`src/design/positional_list_engine_unit_macros.svh`:
```
// Assertion helpers for the list engine. Each expands to one labeled concurrent
// assertion clocked on clk and disabled while rst_n is low.
`ifndef POSITIONAL_LIST_ENGINE_UNIT_MACROS_SVH
`define POSITIONAL_LIST_ENGINE_UNIT_MACROS_SVH

// Same-cycle implication: whenever ante holds, cons holds too.
`define PLE_ASSERT_IMP(lbl, ante, cons, msg) \
  lbl: assert property (@(posedge clk) disable iff (!rst_n) (ante) |-> (cons)) \
    else $error(msg);

// Next-cycle implication: whenever ante holds, cons holds in the next cycle.
`define PLE_ASSERT_NXT(lbl, ante, cons, msg) \
  lbl: assert property (@(posedge clk) disable iff (!rst_n) (ante) |=> (cons)) \
    else $error(msg);

`endif

```
`src/design/ple_pkg.sv`:
```
package ple_pkg;

  localparam int CAPACITY = 64;
  localparam int DATA_W   = 32;
  localparam int ADDR_W   = $clog2(CAPACITY);
  localparam int CNT_W    = $clog2(CAPACITY + 1);
  localparam int ACT_W    = 3;
  localparam int POS_W    = 7;
  localparam int LEN_W    = 7;
  localparam int STAT_W   = 2;
  localparam int CMP_W    = (CNT_W > POS_W) ? CNT_W : POS_W;

  // request codes
  localparam logic [ACT_W-1:0] ACT_INSERT = 3'd0;
  localparam logic [ACT_W-1:0] ACT_ERASE  = 3'd1;
  localparam logic [ACT_W-1:0] ACT_READ   = 3'd2;
  localparam logic [ACT_W-1:0] ACT_POP    = 3'd3;
  localparam logic [ACT_W-1:0] ACT_COUNT  = 3'd4;
  localparam logic [ACT_W-1:0] ACT_DEDUP  = 3'd5;

  // status codes
  localparam logic [STAT_W-1:0] ST_OK      = 2'd0;
  localparam logic [STAT_W-1:0] ST_BAD_POS = 2'd1;
  localparam logic [STAT_W-1:0] ST_EMPTY   = 2'd2;
  localparam logic [STAT_W-1:0] ST_FULL    = 2'd3;

  typedef enum logic [3:0] {
    S_IDLE,
    S_SHUP,
    S_SHDN,
    S_RDH,
    S_CNT,
    S_DRAIN,
    S_PUT,
    S_DD_RDI,
    S_DD_SCAN,
    S_RESP
  } state_t;

endpackage

```
`src/design/positional_list_engine_unit.sv`:
```
// Ordered list of up to 64 signed 32-bit entries held in one RAM with a
// registered read port and an independent write port; slot 0 is the head.
// One request beat in gives one result beat out. The engine takes a new request
// only while idle, but a finished result waits in the output register, so the
// next request is taken while the previous result is still stalled. Work per
// request: read-nth reads one slot; pop reads the head, then moves each entry
// behind it; erase moves each entry behind the removed one; insert moves each
// entry at or behind the index; count-matching reads every entry; and
// remove-duplicates walks each entry against the entries kept so far. Bad
// requests go straight to the response. Every cost is set by the single RAM
// read port, which moves one entry per cycle. Shifts read one slot and, in the
// next cycle, write the data read into its neighbouring slot, so a read and a
// write never hit the same slot in one cycle. Slots at or beyond the length are
// never read, so the RAM needs no clearing after reset.
module positional_list_engine_unit (
  input  logic                               clk,
  input  logic                               rst_n,
  input  logic                               in_valid,
  output logic                               in_stall,
  input  logic [ple_pkg::ACT_W-1:0]          in_action,
  input  logic [ple_pkg::POS_W-1:0]          in_position,
  input  logic signed [ple_pkg::DATA_W-1:0]  in_value,
  output logic                               out_valid,
  input  logic                               out_stall,
  output logic signed [ple_pkg::DATA_W-1:0]  out_result_value,
  output logic [ple_pkg::LEN_W-1:0]          out_match_count,
  output logic [ple_pkg::LEN_W-1:0]          out_length_now,
  output logic [ple_pkg::STAT_W-1:0]         out_status
);
  import ple_pkg::*;

  `include "positional_list_engine_unit_macros.svh"

  // control state
  state_t               state_r, state_nxt;
  logic [CNT_W-1:0]     count_r, count_nxt;
  logic                 wb_en_r, wb_en_nxt;    // shift write-back pending
  logic                 cap_r, cap_nxt;        // capture read data as result
  logic                 cmp_r, cmp_nxt;        // compare read data with value
  logic                 capi_r, capi_nxt;      // dedupe: read data is candidate
  logic                 ddc_r, ddc_nxt;        // dedupe: read data is kept entry
  logic                 out_valid_r, out_valid_nxt;

  // request payload and walk pointers
  logic [ACT_W-1:0]          act_r, act_nxt;
  logic [ADDR_W-1:0]         pos_r, pos_nxt;
  logic signed [DATA_W-1:0]  val_r, val_nxt;
  logic [ADDR_W-1:0]         ptr_r, ptr_nxt;
  logic [ADDR_W-1:0]         lim_r, lim_nxt;
  logic [ADDR_W-1:0]         wb_addr_r, wb_addr_nxt;
  logic [ADDR_W-1:0]         j_r, j_nxt;
  logic [CNT_W-1:0]          k_r, k_nxt;
  logic signed [DATA_W-1:0]  cand_r, cand_nxt;
  logic signed [DATA_W-1:0]  res_value_r, res_value_nxt;
  logic [CNT_W-1:0]          mcnt_r, mcnt_nxt;
  logic [STAT_W-1:0]         status_r, status_nxt;

  // output register
  logic signed [DATA_W-1:0]  out_value_r, out_value_nxt;
  logic [LEN_W-1:0]          out_mcnt_r, out_mcnt_nxt;
  logic [LEN_W-1:0]          out_len_r, out_len_nxt;
  logic [STAT_W-1:0]         out_status_r, out_status_nxt;

  // entry RAM
  logic signed [DATA_W-1:0]  mem [CAPACITY];
  logic                      rd_en;
  logic [ADDR_W-1:0]         rd_addr;
  logic signed [DATA_W-1:0]  rd_data_r;
  logic                      wr_en;
  logic [ADDR_W-1:0]         wr_addr;
  logic signed [DATA_W-1:0]  wr_data;

  // request decode
  logic                      accept;
  logic                      out_free;
  logic [CMP_W-1:0]          pos_c;
  logic [CMP_W-1:0]          cnt_c;
  state_t                    dec_state;
  logic [STAT_W-1:0]         dec_status;
  logic signed [DATA_W-1:0]  dec_res;
  logic [CNT_W-1:0]          dec_count;
  logic [ADDR_W-1:0]         dec_ptr;
  logic [ADDR_W-1:0]         dec_lim;

  // dedupe scan flags
  logic dd_issue;
  logic dd_seen;
  logic dd_keep;
  logic dd_last;

  assign accept   = in_valid && !in_stall;
  assign out_free = !out_valid_r || !out_stall;
  assign in_stall = (state_r != S_IDLE);

  assign out_valid        = out_valid_r;
  assign out_result_value = out_value_r;
  assign out_match_count  = out_mcnt_r;
  assign out_length_now   = out_len_r;
  assign out_status       = out_status_r;

  assign pos_c = CMP_W'(in_position);
  assign cnt_c = CMP_W'(count_r);

  assign dd_issue = (CNT_W'(j_r) < k_r);
  assign dd_seen  = ddc_r && (rd_data_r == cand_r);
  assign dd_keep  = !capi_r && !ddc_r && !dd_issue;
  assign dd_last  = (ptr_r == lim_r);

  // Classify the request at the input: pick the first walk state, the status
  // and the new length, and drop straight to the response for bad requests.
  always_comb begin
    dec_state  = S_RESP;
    dec_status = ST_OK;
    dec_res    = '0;
    dec_count  = count_r;
    dec_ptr    = '0;
    dec_lim    = ADDR_W'(count_r - CNT_W'(1));
    case (in_action)
      ACT_INSERT: begin
        if (pos_c > cnt_c) begin
          dec_status = ST_BAD_POS;
        end else if (count_r == CNT_W'(CAPACITY)) begin
          dec_status = ST_FULL;
        end else begin
          dec_count = count_r + CNT_W'(1);
          dec_ptr   = ADDR_W'(count_r - CNT_W'(1));
          // appending at the tail needs no shift
          dec_state = (pos_c == cnt_c) ? S_PUT : S_SHUP;
        end
      end
      ACT_ERASE: begin
        if (pos_c >= cnt_c) begin
          dec_status = ST_BAD_POS;
        end else begin
          dec_count = count_r - CNT_W'(1);
          dec_ptr   = ADDR_W'(in_position) + ADDR_W'(1);
          // erasing the tail entry needs no shift
          dec_state = (pos_c == cnt_c - CMP_W'(1)) ? S_RESP : S_SHDN;
        end
      end
      ACT_READ: begin
        if (count_r == '0) begin
          dec_status = ST_EMPTY;
        end else if (pos_c > cnt_c) begin
          dec_status = ST_BAD_POS;
        end else begin
          dec_ptr   = (in_position == '0) ? '0 : ADDR_W'(in_position - POS_W'(1));
          dec_state = S_RDH;
        end
      end
      ACT_POP: begin
        if (count_r == '0) begin
          dec_status = ST_EMPTY;
          dec_res    = '1;
        end else begin
          dec_count = count_r - CNT_W'(1);
          dec_state = S_RDH;
        end
      end
      ACT_COUNT: begin
        if (count_r != '0) begin
          dec_state = S_CNT;
        end
      end
      ACT_DEDUP: begin
        // the head is always kept, so start the walk at slot 1
        if (count_r > CNT_W'(1)) begin
          dec_ptr   = ADDR_W'(1);
          dec_state = S_DD_RDI;
        end
      end
      default: begin
        dec_status = ST_BAD_POS;
      end
    endcase
  end

  // next state
  always_comb begin
    state_nxt = state_r;
    case (state_r)
      S_IDLE:    state_nxt = accept ? dec_state : S_IDLE;
      S_SHUP:    state_nxt = (ptr_r == pos_r) ? S_DRAIN : S_SHUP;
      S_SHDN:    state_nxt = (ptr_r == lim_r) ? S_DRAIN : S_SHDN;
      S_RDH:     state_nxt = (act_r == ACT_POP && lim_r != '0) ? S_SHDN : S_DRAIN;
      S_CNT:     state_nxt = (ptr_r == lim_r) ? S_DRAIN : S_CNT;
      S_DRAIN:   state_nxt = (act_r == ACT_INSERT) ? S_PUT : S_RESP;
      S_PUT:     state_nxt = S_RESP;
      S_DD_RDI:  state_nxt = S_DD_SCAN;
      S_DD_SCAN: begin
        if (dd_seen || dd_keep) begin
          state_nxt = dd_last ? S_RESP : S_DD_RDI;
        end
      end
      S_RESP:    state_nxt = out_free ? S_IDLE : S_RESP;
      default:   state_nxt = S_IDLE;
    endcase
  end

  // datapath, RAM controls and output register
  always_comb begin
    count_nxt      = count_r;
    wb_en_nxt      = 1'b0;
    cap_nxt        = 1'b0;
    cmp_nxt        = 1'b0;
    capi_nxt       = 1'b0;
    ddc_nxt        = 1'b0;
    act_nxt        = act_r;
    pos_nxt        = pos_r;
    val_nxt        = val_r;
    ptr_nxt        = ptr_r;
    lim_nxt        = lim_r;
    wb_addr_nxt    = wb_addr_r;
    j_nxt          = j_r;
    k_nxt          = k_r;
    cand_nxt       = cand_r;
    res_value_nxt  = res_value_r;
    mcnt_nxt       = mcnt_r;
    status_nxt     = status_r;
    out_valid_nxt  = out_valid_r && out_stall;
    out_value_nxt  = out_value_r;
    out_mcnt_nxt   = out_mcnt_r;
    out_len_nxt    = out_len_r;
    out_status_nxt = out_status_r;
    rd_en          = 1'b0;
    rd_addr        = '0;
    wr_en          = 1'b0;
    wr_addr        = '0;
    wr_data        = '0;

    // second half of the read pipeline: consume last cycle's read data
    if (wb_en_r) begin
      wr_en   = 1'b1;
      wr_addr = wb_addr_r;
      wr_data = rd_data_r;
    end
    if (cap_r) begin
      res_value_nxt = rd_data_r;
    end
    if (cmp_r && (rd_data_r == val_r)) begin
      mcnt_nxt = mcnt_r + CNT_W'(1);
    end

    case (state_r)
      S_IDLE: begin
        if (accept) begin
          act_nxt       = in_action;
          pos_nxt       = ADDR_W'(in_position);
          val_nxt       = in_value;
          count_nxt     = dec_count;
          ptr_nxt       = dec_ptr;
          lim_nxt       = dec_lim;
          k_nxt         = CNT_W'(1);
          res_value_nxt = dec_res;
          mcnt_nxt      = '0;
          status_nxt    = dec_status;
        end
      end
      S_SHUP: begin
        // walk from the tail down to the index, moving each entry up one slot
        rd_en       = 1'b1;
        rd_addr     = ptr_r;
        wb_en_nxt   = 1'b1;
        wb_addr_nxt = ptr_r + ADDR_W'(1);
        if (ptr_r != pos_r) begin
          ptr_nxt = ptr_r - ADDR_W'(1);
        end
      end
      S_SHDN: begin
        // walk toward the tail, moving each entry down one slot
        rd_en       = 1'b1;
        rd_addr     = ptr_r;
        wb_en_nxt   = 1'b1;
        wb_addr_nxt = ptr_r - ADDR_W'(1);
        if (ptr_r != lim_r) begin
          ptr_nxt = ptr_r + ADDR_W'(1);
        end
      end
      S_RDH: begin
        rd_en   = 1'b1;
        rd_addr = ptr_r;
        cap_nxt = 1'b1;
        ptr_nxt = ADDR_W'(1);
      end
      S_CNT: begin
        rd_en   = 1'b1;
        rd_addr = ptr_r;
        cmp_nxt = 1'b1;
        if (ptr_r != lim_r) begin
          ptr_nxt = ptr_r + ADDR_W'(1);
        end
      end
      S_DRAIN: begin
        // let the last read finish its write-back, capture or compare
      end
      S_PUT: begin
        wr_en   = 1'b1;
        wr_addr = pos_r;
        wr_data = val_r;
      end
      S_DD_RDI: begin
        rd_en    = 1'b1;
        rd_addr  = ptr_r;
        capi_nxt = 1'b1;
        j_nxt    = '0;
      end
      S_DD_SCAN: begin
        if (capi_r) begin
          cand_nxt = rd_data_r;
        end
        // stream the kept entries past the candidate; stop at the first match
        if (!dd_seen && dd_issue) begin
          rd_en   = 1'b1;
          rd_addr = j_r;
          ddc_nxt = 1'b1;
          j_nxt   = j_r + ADDR_W'(1);
        end
        if (dd_keep) begin
          wr_en   = 1'b1;
          wr_addr = k_r[ADDR_W-1:0];
          wr_data = cand_r;
          k_nxt   = k_r + CNT_W'(1);
        end
        if (dd_seen || dd_keep) begin
          if (dd_last) begin
            count_nxt = dd_keep ? (k_r + CNT_W'(1)) : k_r;
          end else begin
            ptr_nxt = ptr_r + ADDR_W'(1);
          end
        end
      end
      S_RESP: begin
        if (out_free) begin
          out_valid_nxt  = 1'b1;
          out_value_nxt  = res_value_r;
          out_mcnt_nxt   = LEN_W'(mcnt_r);
          out_len_nxt    = LEN_W'(count_r);
          out_status_nxt = status_r;
        end
      end
      default: begin
      end
    endcase
  end

  // control registers
  always_ff @(posedge clk) begin
    if (!rst_n) begin
      state_r     <= S_IDLE;
      count_r     <= '0;
      wb_en_r     <= 1'b0;
      cap_r       <= 1'b0;
      cmp_r       <= 1'b0;
      capi_r      <= 1'b0;
      ddc_r       <= 1'b0;
      out_valid_r <= 1'b0;
    end else begin
      state_r     <= state_nxt;
      count_r     <= count_nxt;
      wb_en_r     <= wb_en_nxt;
      cap_r       <= cap_nxt;
      cmp_r       <= cmp_nxt;
      capi_r      <= capi_nxt;
      ddc_r       <= ddc_nxt;
      out_valid_r <= out_valid_nxt;
    end
  end

  // payload registers
  always_ff @(posedge clk) begin
    act_r        <= act_nxt;
    pos_r        <= pos_nxt;
    val_r        <= val_nxt;
    ptr_r        <= ptr_nxt;
    lim_r        <= lim_nxt;
    wb_addr_r    <= wb_addr_nxt;
    j_r          <= j_nxt;
    k_r          <= k_nxt;
    cand_r       <= cand_nxt;
    res_value_r  <= res_value_nxt;
    mcnt_r       <= mcnt_nxt;
    status_r     <= status_nxt;
    out_value_r  <= out_value_nxt;
    out_mcnt_r   <= out_mcnt_nxt;
    out_len_r    <= out_len_nxt;
    out_status_r <= out_status_nxt;
  end

  // entry RAM: one write port, one registered read port
  always_ff @(posedge clk) begin
    if (wr_en) begin
      mem[wr_addr] <= wr_data;
    end
    if (rd_en) begin
      rd_data_r <= mem[rd_addr];
    end
  end

  `PLE_ASSERT_IMP(a_len_cap, 1'b1, count_r <= CNT_W'(CAPACITY), "list length above capacity")
  `PLE_ASSERT_IMP(a_rw_slot, wr_en && rd_en, wr_addr != rd_addr, "read and write hit one slot")
  `PLE_ASSERT_NXT(a_busy, accept, state_r != S_IDLE, "accepted beat left engine idle")
  `PLE_ASSERT_NXT(a_len_hold, state_r != S_IDLE && state_r != S_DD_SCAN, $stable(count_r),
                  "length changed outside accept or dedupe end")

endmodule

```
`config.mk`:
```
export PLATFORM = sky130hd
export DESIGN_NAME = positional_list_engine_unit
export DESIGN_NICKNAME = d
export VERILOG_FILES = /design/src/design/ple_pkg.sv /design/src/design/positional_list_engine_unit.sv
export VERILOG_INCLUDE_DIRS = /design/src /design/src/design
export SDC_FILE = /design/constraint.sdc
export NUM_CORES = 2
export LEC_CHECK = 0
export ABC_CLOCK_PERIOD_IN_PS = 5950
export BUFFER_PORTS_ARGS = -buffer_cell sky130_fd_sc_hd__clkbuf_2
export CAP_MARGIN = 20
export CORE_ASPECT_RATIO = 0.6
export CORE_MARGIN = 4
export CORE_UTILIZATION = 45
export CTS_CLUSTER_SIZE = 24
export DETAILED_ROUTE_END_ITERATION = 8
export PLACE_DENSITY_LB_ADDON = 0.2
export SLEW_MARGIN = 15
export SYNTH_ARGS = -nofsm -noshare
export SYNTH_HDL_FRONTEND = slang
export SYNTH_SLANG_ARGS = --single-unit
```
`constraint.sdc`:
```
create_clock -name clk -period 5.95 [get_ports clk]
set_clock_uncertainty 0.05 [all_clocks]
set_input_delay 0.2975 -clock clk [delete_from_list [all_inputs] [get_ports clk]]
set_output_delay 0.2975 -clock clk [all_outputs]
set_load 0.02 [all_outputs]
```
* Word level (Yosys, flattened, before mapping)
Memories as Yosys holds them, arrays and structs flattened. A register that Yosys moved wholly into a read port is not among the register bits.
Cells that the tools add are included.
** Operators by class
- Equal/unequal tests :: 36
- Order comparisons :: 4
- Reductions and logical operators :: 41
- Multiplexer cells :: 86
- $add $sub $neg :: 9
** Operators by type and width (number)
- $mux W32 :: 7
- $mux W6 :: 15
- $mux W7 :: 12
- $eq A32 B32 Y1 :: 2
- $pmux W32 S2 :: 1
- $mux W4 :: 14
- $pmux W6 S2 :: 4
- $pmux W4 S10 :: 1
- $pmux W6 S5 :: 1
- $pmux W7 S2 :: 2
- $pmux W4 S6 :: 1
- $pmux W6 S4 :: 1
- $add A7 B1 Y7 const B :: 3
- $pmux W7 S3 :: 1
- $add A6 B1 Y6 const B :: 3
- $eq A4 B3 Y1 const B :: 4
- $mux W1 :: 15
- $eq A7 B7 Y1 :: 2
- $logic_not A7 Y1 :: 2
- $eq A6 B6 Y1 :: 2
- $mux W3 :: 4
- $ne A2 B2 Y1 const B :: 6
- $ne A3 B3 Y1 const B :: 4
- $ne A6 B6 Y1 :: 2
- 33 further kinds :: 67
** Word-level totals
- Input bits :: 46
- Output and inout port bits :: 50
- Register bits after elaboration :: 210
- Memory bits (writable) :: 2048
- Word-level logic and storage cells :: 201
- Memories :: 1
** Memory list
- mem :: depth 64, bits a word 32, read ports 1, clocked after memory_dff 1, wr ports 1, RTL line positional_list_engine_unit.sv:65 : logic signed [DATA_W-1:0] mem [CAPACITY];

* Longest topological paths before layout
- Depth after elaboration :: 7
- Gate-level depth with buffers :: 18
- Depth with buffers taken out :: 12

* Least setup slack after synthesis
No wires, ideal clock.
- Path kind :: register to register
- Start :: register j_r[3]
- End :: memory mem[16][0], enable pin
- Setup slack :: 1.224 ns
- Data required time :: 5.479 ns
- Library setup time :: 0.421 ns
- Arrival :: 4.255 ns
- Cell stages (with the launch flop) :: 11
- Path buffers :: 1
- Clock period less this slack :: 4.726 ns
- Cell sequence :: edfxtp_1 > ha_1 > nand4_1 > o32a_1 > nor4_1 > nor3b_1 > a222oi_1 > nand3b_1 > or2_1 > clkbuf_1 > nor2_1
** Between the ends
- Longest elaborated chain between the ends :: 7
- Elaborated cells between the ends (all ways) :: 9
- Classes of those cells :: 1 x order compare; 6 x mux; 2 x reduce/logical
** RTL lines
- start, declared :: RTL line positional_list_engine_unit.sv:51 : logic [ADDR_W-1:0] j_r, j_nxt;
- start signal, assigned :: RTL line positional_list_engine_unit.sv:377 : j_r <= j_nxt;
- $lt A6 B7 Y1 * :: RTL line positional_list_engine_unit.sv:104 : assign dd_issue = (CNT_W'(j_r) < k_r);
- $logic_not A1 Y1 * :: RTL line positional_list_engine_unit.sv:106 : assign dd_keep = !capi_r && !ddc_r && !dd_issue;
- $logic_and A1 B1 Y1 * :: RTL line positional_list_engine_unit.sv:106
- $mux W1 :: RTL line positional_list_engine_unit.sv:318 : if (dd_keep) begin
- $pmux W1 S2 :: RTL line positional_list_engine_unit.sv:244 : case (state_r)
- $mux W1 :: RTL line positional_list_engine_unit.sv:391 : if (wr_en) begin
- $mux W1 (implied by the code) :: RTL line positional_list_engine_unit.sv:392 : mem[wr_addr] <= wr_data;
- end, declared :: RTL line positional_list_engine_unit.sv:65
Every way passes the cells marked *; elsewhere a longest branch is shown, timed or not.

* Worst setup path after layout
- Start :: register rd_data_r[8] (read register of mem)
- End :: register rd_data_r[4] (read register of mem) (data pin)
** Between the ends
- Longest elaborated chain between the ends :: 6
- Elaborated cells between the ends (all ways) :: 8
- Classes of those cells :: 1 x eq/ne; 4 x mux; 3 x reduce/logical
** RTL lines
- start, declared :: RTL line positional_list_engine_unit.sv:68 : logic signed [DATA_W-1:0] rd_data_r;
- $eq A32 B32 Y1 * :: RTL line positional_list_engine_unit.sv:105 : assign dd_seen = ddc_r && (rd_data_r == cand_r);
- $logic_and A1 B1 Y1 * :: RTL line positional_list_engine_unit.sv:105
- $logic_not A1 Y1 * :: RTL line positional_list_engine_unit.sv:312 : if (!dd_seen && dd_issue) begin
- $logic_and A1 B1 Y1 * :: RTL line positional_list_engine_unit.sv:312
- $mux W6 / $mux W1 (equally long branches) :: RTL line positional_list_engine_unit.sv:312
- $pmux W6 S2 / $pmux W1 S2 (equally long branches) :: RTL line positional_list_engine_unit.sv:244
Marked as above.
A chain may end at the register's enable or synchronous reset.

==> impl_metrics.csv <==
group,metric,value,unit
outcome,outcome,"complete, no violations",
floorplanning,start_util,45.3,%
clocking,insertion_delay,0.87,ns
worst_setup_path,path_cells,"xnor2_1 > nand4_1 > nor4_1 > nand3_1 > buf_4 > a31oi_4 > buf_12 > buf_4 > buf_4 > mux2i_1 > a221oi_1 > a21oi_1 > and4_1 > nand4_1",
worst_setup_path,max_stage_delay,0.72,ns
yosys,ys_ff_latch,2290,
yosys,synthTopCellsByArea,"edfxtp_1 74%, nand2_1 5.5%, a21oi_1 3.5%, mux2i_1 2.3%, a32oi_1 1.7%",
pwr,leakage,34.0,nW
global_routing,grtUsageMet2,35.4,%
floorplanning,dieArea,0.208,mm2
clocking,root_buffer,"clkbuf_16",
global_routing,first_global_vias,52752,
clocking,clk_pin_slew,0.07,ns
place,portBuffers,95,
timing,whs,0.107,ns
layout,fin_area,0.103,mm2
timing,fin_ws,0.199,ns
detailed_routing,antenna_left,0,
worst_setup_path,crit_type,"reg -> reg",
worst_setup_path,worstPathMaxFanout,46,
global_routing,use_met1,41.5,%
yosys,synth_area,0.0904,mm2
layout,fin_cells,9336,
global_routing,gr-usage-met3,6.11,%
pwr,irDropWorstVdd,0.418,mV
yosys,syn_nets,6396,
place,dpl-instance-area,0.0957,mm2
place,hpwl,162000,um
clocking,h-tree-depth,4,
place,place_congestion,0.852,
layout,drive_gt1_share,11.7,%
layout,nNetsFinal,6597,
worst_setup_path,cpMaxStageDelayCell,"edfxtp_1",
yosys,synth.avg_cell_area,14.3,um2
timing,drv_slew,0,
yosys,ys.flop_type,"edfxtp_1",
timing,hold_violations,0,
timing,setup_viol,0,
job,maxCapViolCount,0,
worst_setup_path,crit_required,6.27,ns
floorplanning,coreArea,0.200,mm2
detailed_routing,first_pass_iters,6,
timing,slew_headroom,19.6,%
detailed_routing,vias,57634,
global_routing,grt_max_degree,122,
worst_setup_path,endpoint_kind,"flop",
floorplanning,core.rowCount,127,
timing,timing.final.crit_share,96.7,%
pwr,fin_total_pwr,54.8,mW
timing,rsz0062_at_grt,"no",
place,placed_cells,8914,
place,place_ws,0.340,ns
global_routing,gr-max-usage-layer,"met1",
yosys,yosysWarnings,0,
pwr,power_density,535,mW/mm2
detailed_routing,remaining_drc_errors,0,
global_routing,overflow,0,
detailed_routing,route.detailed.wl_per_inst,29.6,um
global_routing,grt_pass1_wl,394000,um
timing,period_needed,5.75,ns
clocking,clk_path_buf_depth,4,
yosys,synth-async-reset-ratio,0,%
worst_hold_path,hp-class,"in -> reg",
clocking,cts_tree,"yes",
yosys,synthCells,6327,
detailed_routing,first_iter_violations,9170,
layout,utilization,51.3,%
yosys,synth_top_area_cell,"edfxtp_1",
timing,fin_setup_tns,0,ns
yosys,yosysSeqAreaShare,75.4,%
yosys,netlist.area_leader.share,74.2,%
yosys,synth_cell_types,80,
worst_setup_path,crit_top_cell,"buf_4",
yosys,synth_edf_count,2234,
floorplanning,pin_count,96,
worst_setup_path,critPathTopFamily,"simple AND/OR/NAND/NOR gates",
global_routing,grtUsageTotal,25.8,%
detailed_routing,routed_wl,276000,um
floorplanning,die_height,355,um
global_routing,grt_antenna_before_repair,8,
clocking,numCtsBuffers,206,
yosys,netlist_top_cells_count,"2234 x edfxtp_1, 1323 x nand2_1, 624 x a21oi_1, 206 x mux2i_1, 201 x nand3_1",
clocking,cts_sinks,2290,
clocking,cts_setup_buffers,0,
worst_setup_path,crit_buf_inv,4,
yosys,post-synth-top-count-cell,"edfxtp_1",
timing,fmax,0.174,GHz
worst_setup_path,start_kind,"flop",
layout,area.growth.synth_to_final,13.4,%
timing,tightest_slew,1.21,ns
worst_setup_path,worst-endpoint-arrival,6.07,ns
detailed_routing,viasPerCell,6.17,
floorplanning,die_w,587,um
[layer usage]
layer	wire, um	part of all wire, %	up-vias
met5	27	0.0098	-
met3	33600	12	378
li1	-	-	24619
met1	124000	45	29137
met4	6020	2.2	4
met2	112000	41	3496
[cells in the final DEF (no fill, tap or decap), types with 46 or more instances in the layout]
cell type / count
nand3_1: 201
clkbuf_16: 212
nand2_1: 1322
mux2i_1: 206
clkinv_1: 56
nand4_1: 58
xnor2_1: 88
buf_4: 203
dfxtp_1: 55
a31oi_1: 125
nor2_4: 68
clkbuf_2: 96
a221oi_1: 171
a22oi_1: 46
buf_12: 65
edfxtp_1: 2234
a21oi_1: 623
a32oi_1: 178
nor2_1: 87
[what timing repair did]
item | CTS | global route
gates resized for setup | 0 | 0
hold endpoints to repair | 57 | 0
endpoints found under the setup margin | 0 | 0
hold buffers | 43 | 0
[state kept, by name, summed over array words and instances, names as in the netlist, 7 cells and up]
register          flops
cand_r               32
cnt_c                 7
k_r                   7
mcnt_r                7
mem                2048
out_length_now        7
out_match_count       7
out_result_value     32
rd_data_r            32
res_value_r          32
val_r                32
[cells by family after synthesis]
| group | after synthesis | share of synthesized area (%) |
|---|---|---|
| DFF | 2290 | 75.4 |
| and+or+nand+nor | 1912 | 8.94 |
| AOI/OAI and AO/OA | 1301 | 9.53 |
| buffers and inverters | 485 | 2.42 |
| muxes | 206 | 2.28 |
| xor gates and xnor gates | 109 | 1.06 |
| adders and majority gates | 24 | 0.329 |
[worst reg2reg max path: cells and delay by family (launching register included)]
family	cells	cell delay (ns)
AO/OA/AOI/OAI	3	0.67
XOR/XNOR	1	0.42
buffers and inverters	4	1.36
flip-flops	1	0.72
multiplexers	1	0.33
AND/OR/NAND/NOR	5	1.69
[worst paths after layout]
check                           slack [ns]          from              end  cells past startpoint
worst max-delay path                  0.20  rd_data_r[8]     rd_data_r[4]                     14
worst min-delay path                  0.11      in_valid  res_value_r[29]                      4
worst max register to register        0.20  rd_data_r[8]     rd_data_r[4]                     14
worst min register to register        0.38   status_r[1]    out_status[1]                      0
[final cells by class]
type,count,area (um2)
fillers,16489,97200
flip-flops and latches,2290,68200
multi-input cells,3552,20700
clock buffers,255,5490
repair buffers,409,3790
well taps,2644,3310
clock inverters,114,841
inverters,69,264
diodes,3,7.51
[where the power goes]
group | total (mW) | switching [mW] | internal (mW)
Clock | 12.9 | 5.86 | 7.03
Combinational | 20.2 | 14.6 | 5.67
Sequential | 21.7 | 1.01 | 20.7
Total | 54.8 | 21.4 | 33.4
Power figures use the tool's default switching activity.
